### config.mk
export PLATFORM = sky130hd
export DESIGN_NAME = bitmap_rect_fill_rotate_engine_top_flat
export DESIGN_NICKNAME = d
export VERILOG_FILES = /design/src/hdl/rfr_pkg.sv /design/src/hdl/rfr_if.sv /design/src/hdl/bitmap_rect_fill_rotate_engine_top.sv /design/src/flat_wrapper.sv
export SDC_FILE = /design/constraint.sdc
export NUM_CORES = 2
export LEC_CHECK = 0
export ABC_CLOCK_PERIOD_IN_PS = 17800
export BUFFER_PORTS_ARGS = -buffer_cell sky130_fd_sc_hd__buf_2
export CAP_MARGIN = 20
export CORE_MARGIN = 1.5
export CORE_UTILIZATION = 30
export DETAILED_ROUTE_END_ITERATION = 8
export PLACE_DENSITY_LB_ADDON = 0.08
export SYNTH_ARGS = -nofsm -noshare
export SYNTH_HDL_FRONTEND = slang
export SYNTH_SLANG_ARGS = --single-unit
### constraint.sdc
create_clock -name clock -period 17.8 [get_ports clock]
set_input_delay 4.45 -clock clock [delete_from_list [all_inputs] [get_ports clock]]
set_output_delay 4.45 -clock clock [all_outputs]
set_load 0.02 [all_outputs]
### src/hdl/rfr_pkg.sv
package rfr_pkg;

   localparam int unsigned ROWS = 6;
   localparam int unsigned COLS = 50;

   localparam int unsigned KIND_W     = 2;
   localparam int unsigned ARG_W      = 6;
   localparam int unsigned LIT_W      = 9;
   localparam int unsigned ROW_BITS_W = 50;

   localparam int unsigned ARG_SPAN = 1 << ARG_W;
   localparam int unsigned RIDX_W   = (ROWS > 1) ? $clog2(ROWS) : 1;
   localparam int unsigned CIDX_W   = $clog2(COLS);
   localparam int unsigned RSH_W    = $clog2(ROWS + 1);
   localparam int unsigned CSH_W    = $clog2(COLS + 1);
   localparam int unsigned RCNT_W   = $clog2(COLS + 1);
   localparam int unsigned TCNT_W   = $clog2(ROWS * COLS + 1);

   typedef logic [KIND_W-1:0]             kind_type;
   typedef logic [ARG_W-1:0]              arg_type;
   typedef logic [COLS-1:0]               row_type;
   typedef logic [ROWS-1:0][COLS-1:0]     bitmap_type;
   typedef logic [ROWS-1:0]               col_type;
   typedef logic [RCNT_W-1:0]             rcnt_type;
   typedef logic [TCNT_W-1:0]             tcnt_type;
   typedef logic [LIT_W-1:0]              lit_type;
   typedef logic [ROW_BITS_W-1:0]         row_bits_type;
   typedef logic [CIDX_W-1:0]             col_mod_type;
   typedef logic [RIDX_W-1:0]             row_mod_type;
   typedef col_mod_type                   col_mod_tab_type [ARG_SPAN];
   typedef row_mod_type                   row_mod_tab_type [ARG_SPAN];

   localparam kind_type KIND_RECT    = KIND_W'(0);
   localparam kind_type KIND_ROT_ROW = KIND_W'(1);
   localparam kind_type KIND_ROT_COL = KIND_W'(2);
   localparam kind_type KIND_READ    = KIND_W'(3);

   typedef struct packed {
      kind_type kind;
      arg_type  arg_a;
      arg_type  arg_b;
   } cmd_type;

   function automatic col_mod_tab_type make_col_mod();
      col_mod_tab_type t;
      for (int i = 0; i < ARG_SPAN; i++) begin
         t[i] = CIDX_W'(i % COLS);
      end
      return t;
   endfunction

   function automatic row_mod_tab_type make_row_mod();
      row_mod_tab_type t;
      for (int i = 0; i < ARG_SPAN; i++) begin
         t[i] = RIDX_W'(i % ROWS);
      end
      return t;
   endfunction

   localparam col_mod_tab_type COL_MOD = make_col_mod();
   localparam row_mod_tab_type ROW_MOD = make_row_mod();

endpackage

### src/hdl/rfr_if.sv
interface rfr_req_if;
   import rfr_pkg::*;

   logic     valid;
   logic     ready;
   kind_type kind;
   arg_type  arg_a;
   arg_type  arg_b;

   modport source (output valid, kind, arg_a, arg_b, input ready);
   modport sink   (input valid, kind, arg_a, arg_b, output ready);
endinterface

interface rfr_rsp_if;
   import rfr_pkg::*;

   logic         valid;
   logic         ready;
   lit_type      lit_count;
   row_bits_type row_bits;

   modport source (output valid, lit_count, row_bits, input ready);
   modport sink   (input valid, lit_count, row_bits, output ready);
endinterface

### src/hdl/bitmap_rect_fill_rotate_engine_top.sv
// channel  | dir | handshake    | word
// ---------+-----+--------------+---------------------------------------
// req_ch   | in  | valid/ready  | kind, arg_a, arg_b
// rsp_ch   | out | valid/ready  | lit_count, row_bits
//
// One word in and one word out per cycle while no result is held on rsp_ch.
// Stages: command register, bitmap update, per-row popcount, total.
// The per-row popcount and total adder set the depth.
// Synchronous reset clears the bitmap and all stage valids.
// A held result stalls the whole pipeline and req_ch.ready.
module bitmap_rect_fill_rotate_engine_top (
   input logic        clock,
   input logic        reset,
   rfr_req_if.sink    req_ch,
   rfr_rsp_if.source  rsp_ch
);
   import rfr_pkg::*;

   logic         adv_w;
   logic         v1_ff, v2_ff, v3_ff, v4_ff;
   cmd_type      cmd1_ff;
   bitmap_type   bitmap_ff, bitmap_in;
   row_bits_type rowbits2_ff, rowbits2_in, rowbits3_ff, rowbits4_ff;
   rcnt_type     cnt3_ff [ROWS];
   lit_type      lit4_ff;

   logic         row_ok_w, col_ok_w;
   logic [RIDX_W-1:0] ridx_w;
   logic [CIDX_W-1:0] cidx_w;
   row_type      sel_row_w, rot_row_w, col_mask_w;
   logic [2*COLS-1:0] row_dbl_w;
   logic [CSH_W-1:0]  row_sh_w;
   col_type      col_w, rot_col_w;
   logic [2*ROWS-1:0] col_dbl_w;
   logic [RSH_W-1:0]  col_sh_w;
   tcnt_type     total_w;

   assign adv_w        = !v4_ff || rsp_ch.ready;
   assign req_ch.ready = adv_w;

   assign row_ok_w  = {1'b0, cmd1_ff.arg_a} < (ARG_W + 1)'(ROWS);
   assign col_ok_w  = {1'b0, cmd1_ff.arg_a} < (ARG_W + 1)'(COLS);
   assign ridx_w    = cmd1_ff.arg_a[RIDX_W-1:0];
   assign cidx_w    = cmd1_ff.arg_a[CIDX_W-1:0];
   assign sel_row_w = bitmap_ff[ridx_w];

   // rotate towards higher column index
   assign row_dbl_w = {sel_row_w, sel_row_w};
   assign row_sh_w  = CSH_W'(COLS) - CSH_W'(COL_MOD[cmd1_ff.arg_b]);
   assign rot_row_w = row_type'(row_dbl_w >> row_sh_w);

   always_comb begin
      for (int r = 0; r < ROWS; r++) begin
         col_w[r] = bitmap_ff[r][cidx_w];
      end
      for (int j = 0; j < COLS; j++) begin
         col_mask_w[j] = j < int'(cmd1_ff.arg_a);
      end
   end

   assign col_dbl_w = {col_w, col_w};
   assign col_sh_w  = RSH_W'(ROWS) - RSH_W'(ROW_MOD[cmd1_ff.arg_b]);
   assign rot_col_w = col_type'(col_dbl_w >> col_sh_w);

   always_comb begin
      bitmap_in   = bitmap_ff;
      rowbits2_in = '0;
      if (v1_ff) begin
         unique case (cmd1_ff.kind)
            KIND_RECT: begin
               for (int r = 0; r < ROWS; r++) begin
                  if (r < int'(cmd1_ff.arg_b)) begin
                     bitmap_in[r] = bitmap_ff[r] | col_mask_w;
                  end
               end
            end
            KIND_ROT_ROW: begin
               if (row_ok_w) begin
                  bitmap_in[ridx_w] = rot_row_w;
               end
            end
            KIND_ROT_COL: begin
               if (col_ok_w) begin
                  for (int r = 0; r < ROWS; r++) begin
                     bitmap_in[r][cidx_w] = rot_col_w[r];
                  end
               end
            end
            KIND_READ: begin
               if (row_ok_w) begin
                  rowbits2_in = ROW_BITS_W'(sel_row_w);
               end
            end
            default: begin
               bitmap_in = bitmap_ff;
            end
         endcase
      end
   end

   always_comb begin
      total_w = '0;
      for (int r = 0; r < ROWS; r++) begin
         total_w = total_w + TCNT_W'(cnt3_ff[r]);
      end
   end

   always_ff @(posedge clock) begin
      if (reset) begin
         v1_ff     <= 1'b0;
         v2_ff     <= 1'b0;
         v3_ff     <= 1'b0;
         v4_ff     <= 1'b0;
         bitmap_ff <= '0;
      end else if (adv_w) begin
         v1_ff     <= req_ch.valid;
         v2_ff     <= v1_ff;
         v3_ff     <= v2_ff;
         v4_ff     <= v3_ff;
         bitmap_ff <= bitmap_in;
      end
   end

   always_ff @(posedge clock) begin
      if (adv_w) begin
         cmd1_ff.kind  <= req_ch.kind;
         cmd1_ff.arg_a <= req_ch.arg_a;
         cmd1_ff.arg_b <= req_ch.arg_b;
         rowbits2_ff   <= rowbits2_in;
         rowbits3_ff   <= rowbits2_ff;
         rowbits4_ff   <= rowbits3_ff;
         lit4_ff       <= LIT_W'(total_w);
         for (int r = 0; r < ROWS; r++) begin
            cnt3_ff[r] <= RCNT_W'($countones(bitmap_ff[r]));
         end
      end
   end

   assign rsp_ch.valid     = v4_ff;
   assign rsp_ch.lit_count = lit4_ff;
   assign rsp_ch.row_bits  = rowbits4_ff;

   a_reset_empty: assert property (@(posedge clock) reset |=> !rsp_ch.valid)
      else $error("result valid after reset");

   a_stall_holds_bitmap: assert property (@(posedge clock) disable iff (reset)
      !adv_w |=> $stable(bitmap_ff))
      else $error("bitmap changed during stall");

   a_bubble_holds_bitmap: assert property (@(posedge clock) disable iff (reset)
      (adv_w && !v1_ff) |=> $stable(bitmap_ff))
      else $error("bitmap changed without a command");

   a_rect_only_sets: assert property (@(posedge clock) disable iff (reset)
      (adv_w && v1_ff && cmd1_ff.kind == KIND_RECT)
      |=> ((bitmap_ff & $past(bitmap_ff)) == $past(bitmap_ff)))
      else $error("rect fill cleared a pixel");

endmodule
### src/flat_wrapper.sv
// flat-port wrapper written by rule: the top's interface ports become plain ports
module bitmap_rect_fill_rotate_engine_top_flat import rfr_pkg::*;
  (clock, reset, req_ch_valid, req_ch_kind, req_ch_arg_a, req_ch_arg_b, req_ch_ready, rsp_ch_valid, rsp_ch_lit_count, rsp_ch_row_bits, rsp_ch_ready);
  rfr_req_if req_ch_i ();
  rfr_rsp_if rsp_ch_i ();
  input logic clock;
  input logic reset;
  input wire logic [$bits(req_ch_i.valid)-1:0] req_ch_valid;
  input wire logic [$bits(req_ch_i.kind)-1:0] req_ch_kind;
  input wire logic [$bits(req_ch_i.arg_a)-1:0] req_ch_arg_a;
  input wire logic [$bits(req_ch_i.arg_b)-1:0] req_ch_arg_b;
  output wire logic [$bits(req_ch_i.ready)-1:0] req_ch_ready;
  output wire logic [$bits(rsp_ch_i.valid)-1:0] rsp_ch_valid;
  output wire logic [$bits(rsp_ch_i.lit_count)-1:0] rsp_ch_lit_count;
  output wire logic [$bits(rsp_ch_i.row_bits)-1:0] rsp_ch_row_bits;
  input wire logic [$bits(rsp_ch_i.ready)-1:0] rsp_ch_ready;
  assign req_ch_i.valid = req_ch_valid;
  assign req_ch_i.kind = req_ch_kind;
  assign req_ch_i.arg_a = req_ch_arg_a;
  assign req_ch_i.arg_b = req_ch_arg_b;
  assign req_ch_ready = req_ch_i.ready;
  assign rsp_ch_valid = rsp_ch_i.valid;
  assign rsp_ch_lit_count = rsp_ch_i.lit_count;
  assign rsp_ch_row_bits = rsp_ch_i.row_bits;
  assign rsp_ch_i.ready = rsp_ch_ready;
  bitmap_rect_fill_rotate_engine_top u_core (.clock(clock), .reset(reset), .req_ch(req_ch_i), .rsp_ch(rsp_ch_i));
endmodule
======== Word-level counts from Yosys, hierarchy flattened ========
Memory sizes are Yosys's and may differ from the RTL's.
Index checks and enable logic that the tools add are counted.
W data, S select, Z words.
operators by class
  shift operators ......................... 2
  $lt $le $gt $ge ......................... 63
  multiply operators ...................... 0
  reductions and logical operators ........ 13
  $add $sub $neg .......................... 301
  bitwise gates (word level) .............. 7
  equality and inequality tests ........... 11
  multiplexer cells ....................... 40
  div/mod/pow operators ................... 0
operators by type and width
  kind                  number
  $pmux W300 S3         1
  $add A6 B6 Y6         144
  $mux W300             2
  $mux W50              8
  $add A1 B1 Y2         150
  $bwmux W300           1
  $bwmux W50            6
  $or A50 B50 Y50       6
  $bmux W50 S3          1
  $demux W50 S3         1
  $lt A6 B6 Y1 const A  18
  $shr A100 B6 Y50      1
  $lt A5 B6 Y1 const A  16
  $lt A4 B6 Y1 const A  8
  $add A9 B6 Y9         4
  $bmux W1 S6           6
  $lt A3 B6 Y1 const A  6
  $reduce_and A6 Y1     6
  $lt A1 B6 Y1 const A  4
  $lt A2 B6 Y1 const A  4
  $ne A2 B1 Y1 const B  8
  $mux W6               2
  $shr A12 B3 Y6        1
  $mux W1               9
  21 further kinds      24
storage, ports and cells
  bits in registers ....................... 477
  word-level logic and storage cells ...... 457
  bits in read-only memories .............. 576
  memories kept ........................... 3
  bits in latches ......................... 0
  memory bits (writable) .................. 36
memories
  memory           depth  bits a word  rd ports  clocked after Yosys merged registers in  wr ports  line                                      RTL
  (no name shown)  64     6            1         0                                        0         bitmap_rect_fill_rotate_engine_top.sv:49  assign row_sh_w = CSH_W'(COLS) - CSH_W'(COL_MOD[cmd1_ff.arg_b]);
  (no name shown)  64     3            1         0                                        0         bitmap_rect_fill_rotate_engine_top.sv:62  assign col_sh_w = RSH_W'(ROWS) - RSH_W'(ROW_MOD[cmd1_ff.arg_b]);
  u_core.cnt3_ff   6      6            6         0                                        6         bitmap_rect_fill_rotate_engine_top.sv:24  rcnt_type cnt3_ff [ROWS];

======== Longest topological paths before layout ========
  depth after elaboration ................. 9
  mapped depth ............................ 20
  depth with buffers taken out ............ 19

======== Least setup slack after synthesis ========
No wires, ideal clock.
  path kind ............................... in2out
  start point ............................. input rsp_ch_ready
  end point ............................... output req_ch_ready
  stages .................................. 3
  setup slack ............................. 4548 ps
  arrival time ............................ 8802 ps
  cells stage by stage .................... nor2b_1 -> clkbuf_1 -> inv_1
on the way
  word-level cells in the longest chain between the ends .. 1
RTL lines
  item                line                                      RTL
  start: declaration  flat_wrapper.sv:16                        input wire logic [$bits(rsp_ch_i.ready)-1:0] rsp_ch_ready;
  $logic_or A1 B1 Y1  bitmap_rect_fill_rotate_engine_top.sv:38  assign adv_w = !v4_ff || rsp_ch.ready;
  end: declaration    flat_wrapper.sv:12                        output wire logic [$bits(req_ch_i.ready)-1:0] req_ch_ready;
Every way passes these cells.

======== Worst setup path after layout ========
Ends and elaborated chain as after synthesis.

==> results.py <==
metrics = {
    "setup_path": {
        "worstPathArrival_ps": 5840,
        "critPathTopFamily": "buffers and inverters",
        "critical_path_required_ps": 13350,
        "critPathKind": "primary input to output port",
        "critPathLaunchType": "primary input",
        "path_cells": "buf_2 > nor2b_1 > inv_8 > buf_2",
        "cpMaxStageDelayCell": "nor2b_1",
        "max_stage_delay_ps": 600,
        "critical_path_buf_inv_count": 3,
        "crit_path_end_kind": "output port",
        "crit_fanout": 79,
        "cpMostUsedCell": "buf_2",
    },
    "grt": {
        "grt_pass1_vias": 44400,
        "gr-total-overflow": 0,
        "grt_use_total": 0.365,
        "grt_max_degree": 146,
        "grt_first_pass_wirelength_um": 396000,
        "grt_antenna_before_repair": 34,
    },
    "clock_network": {
        "root_buffer": "clkbuf_16",
        "cts_buffers": 72,
        "h-tree-depth": 3,
        "cts_resized": 0,
        "cts.sinks": 513,
        "post_cts_buffers": 0,
        "clockBufferDepth": 3,
        "postCtsHoldBufs": 0,
        "path_clk_slew_ps": 60,
        "cts_tree": "yes",
        "clk_latency_ps": 750,
    },
    "detailed_routing": {
        "num_vias": 48500,
        "vias_per_cell": 6.62,
        "drtIter0Drc": 7826,
        "routed_wl_um": 299000,
        "antenna_left": 0,
        "dr.pass1.iters": 7,
        "wl_per_cell_um": 40.8,
        "drc_errors": 0,
    },
    "synthesis": {
        "synth_edf_count": 209,
        "synth_cells": 5264,
        "yosys_warnings": 0,
        "synth_flop_cell": "dfxtp_1",
        "async_flop_share": 0,
        "synthTopCellsByArea": "edfxtp_1 (13%), dfxtp_1 (13%), fa_1 (12%), ha_1 (6.2%), a21oi_1 (5.1%)",
        "synth_seq_cells": 513,
        "syn_area_mm2": 0.0468,
        "synth_area_leader_cell": "edfxtp_1",
        "syn_nets": 5803,
        "synth.top_cell.area_share": 0.134,
        "synthDistinctLibCells": 87,
        "synth_seq_area_share": 0.264,
        "avgSynthCellArea_um2": 8.89,
    },
    "sta": {
        "rsz0062_at_grt": "false",
        "fin_skew_ps": 56.0,
        "slew_viol_final": 0,
        "setup_tns_ps": 0,
        "setup_viol_count_final": 0,
        "relSlewSlack": 0.0645,
        "worst-slew-pin-transition_ps": 1400,
        "fmax_ghz": 0.0972,
        "period_needed_ps": 10290,
        "hold_viol_final": 0,
        "final.period_utilization": 0.578,
    },
    "floorplanning": {
        "die_area_mm2": 0.158,
        "start_util": 0.303,
        "placementRows": 144,
        "io_pins": 79,
        "die_width_um": 398,
        "die_h_um": 398,
        "core_mm2": 0.154,
    },
    "place": {
        "dpl.hpwl_um": 213000,
        "placed_area_mm2": 0.0499,
        "io_buffers": 78,
        "gp_congestion": 1.06,
    },
    "power": {
        "vdd_drop_max_mv": 0.120,
        "powerDensity_mw_per_mm2": 126,
        "p_leak_uw": 0.0215,
    },
    "run_status": {
        "status": "finished clean",
    },
    "finish": {
        "mostFrequentLayoutCells": "inv_1 (566), nand2_1 (494), a21oi_1 (478)",
        "final_common_cell": "inv_1",
        "fillers": 16100,
        "syn_to_final_growth_pct": 12.0,
        "layout.nets": 5753,
        "postLayoutCellArea_mm2": 0.0524,
        "final_core_util": 0.340,
        "drive_above_1_share": 0.146,
    },
    "hold_path": {
        "hp-class": "flop to flop",
    },
    "run": {
        "maxCapViolations": 0,
    },
}
-- stage by stage --
step / instances / setup WS (ps) / hold slack [ps] / total power (µW)
after detailed placement: 7179 / 7480 / 405 / 5110
after global placement: 7170 / 7530 / 401 / 5070
after floorplan: 5264 / 4550 / 400 / 3840
after global routing: 7316 / 7380 / 416 / 7040
final: 7324 / 7510 / 408 / 6630
after CTS: 7310 / 7490 / 403 / 6630
-- path summary, 6_finish.rpt --
check,start,end,slack [ps],depth (start not counted)
max,rsp_ch_ready,req_ch_ready,7510,4
min,u_core.rowbits3_ff[37],u_core.rsp_ch.row_bits[37],410,0
max reg2reg,u_core.cidx_w[1],u_core.bitmap_ff[223],11170,12
min reg2reg,u_core.rowbits3_ff[37],u_core.rsp_ch.row_bits[37],410,0
-- where the power goes --
part	switching (µW)	internal [µW]
registers	157	1450
logic	2250	1260
clock network	675	843
total	3080	3550
-- kinds of logic after synthesis --
family	synth area share
AND/OR/NAND/NOR	0.105
multiplexers	0.105
buffers and inverters	0.0823
AO/OA/AOI/OAI	0.248
XOR/XNOR	0.00973
flip-flops	0.264
adder cells (fa/ha/maj)	0.186
-- registers in the layout, summed over array words and instances, names as in the netlist, 6 cells and up --
register,cells
u_core.bitmap_ff,300
u_core.cidx_w,6
u_core.rsp_ch.row_bits,50
u_core.rowbits3_ff,50
u_core.cmd1_ff,8
u_core.cnt3_ff,36
u_core.rsp_ch.lit_count,9
u_core.rowbits2_ff,50
-- Yosys cell counts (all sizes together), types with 29 or more instances --
cell type    n
inv        568
nand2      502
a21oi      480
dfxtp      304
clkbuf     290
fa         289
o21ai      238
a221oi     233
ha         232
mux2       215
nor2       215
edfxtp     209
a211oi     208
nand3      151
mux2i      130
buf        116
a311oi      82
nor3        81
a22oi       75
a222oi      55
mux4        52
a31oi       47
a21o        35
and2        34
xnor2       32
nand4       29
-- worst register-to-register path: stages, from the launching register on --
cell      delay (ps)
edfxtp_1         320
buf_4            560
buf_4            560
buf_4            670
clkinv_1         620
mux2i_1          450
o211ai_1         340
or3_1            630
o211ai_1         250
nand3_2          800
buf_4            690
and4_1           390
o31a_1           270
-- layout make-up --
type,instances,area (µm²),area share
sequential,513,12400,0.236
inverter,572,2160,0.0411
clock inverter,39,489,0.00933
clock buffer,92,1900,0.0362
timing repair buffer,282,2010,0.0383
multi-input combinational,3773,30900,0.590
tap,2044,2560,0.0488
antenna,9,22.5,0.000430
-- routing by layer --
metal | routed length (µm) | up-vias | GRT usage
met5 | 429 | - | 0.0151
met4 | 25400 | 16 | 0.253
met3 | 38800 | 961 | 0.137
met2 | 116000 | 3793 | 0.494
met1 | 118000 | 24400 | 0.474
li1 | - | 19300 | -
(Power assumes the default switching activity.)
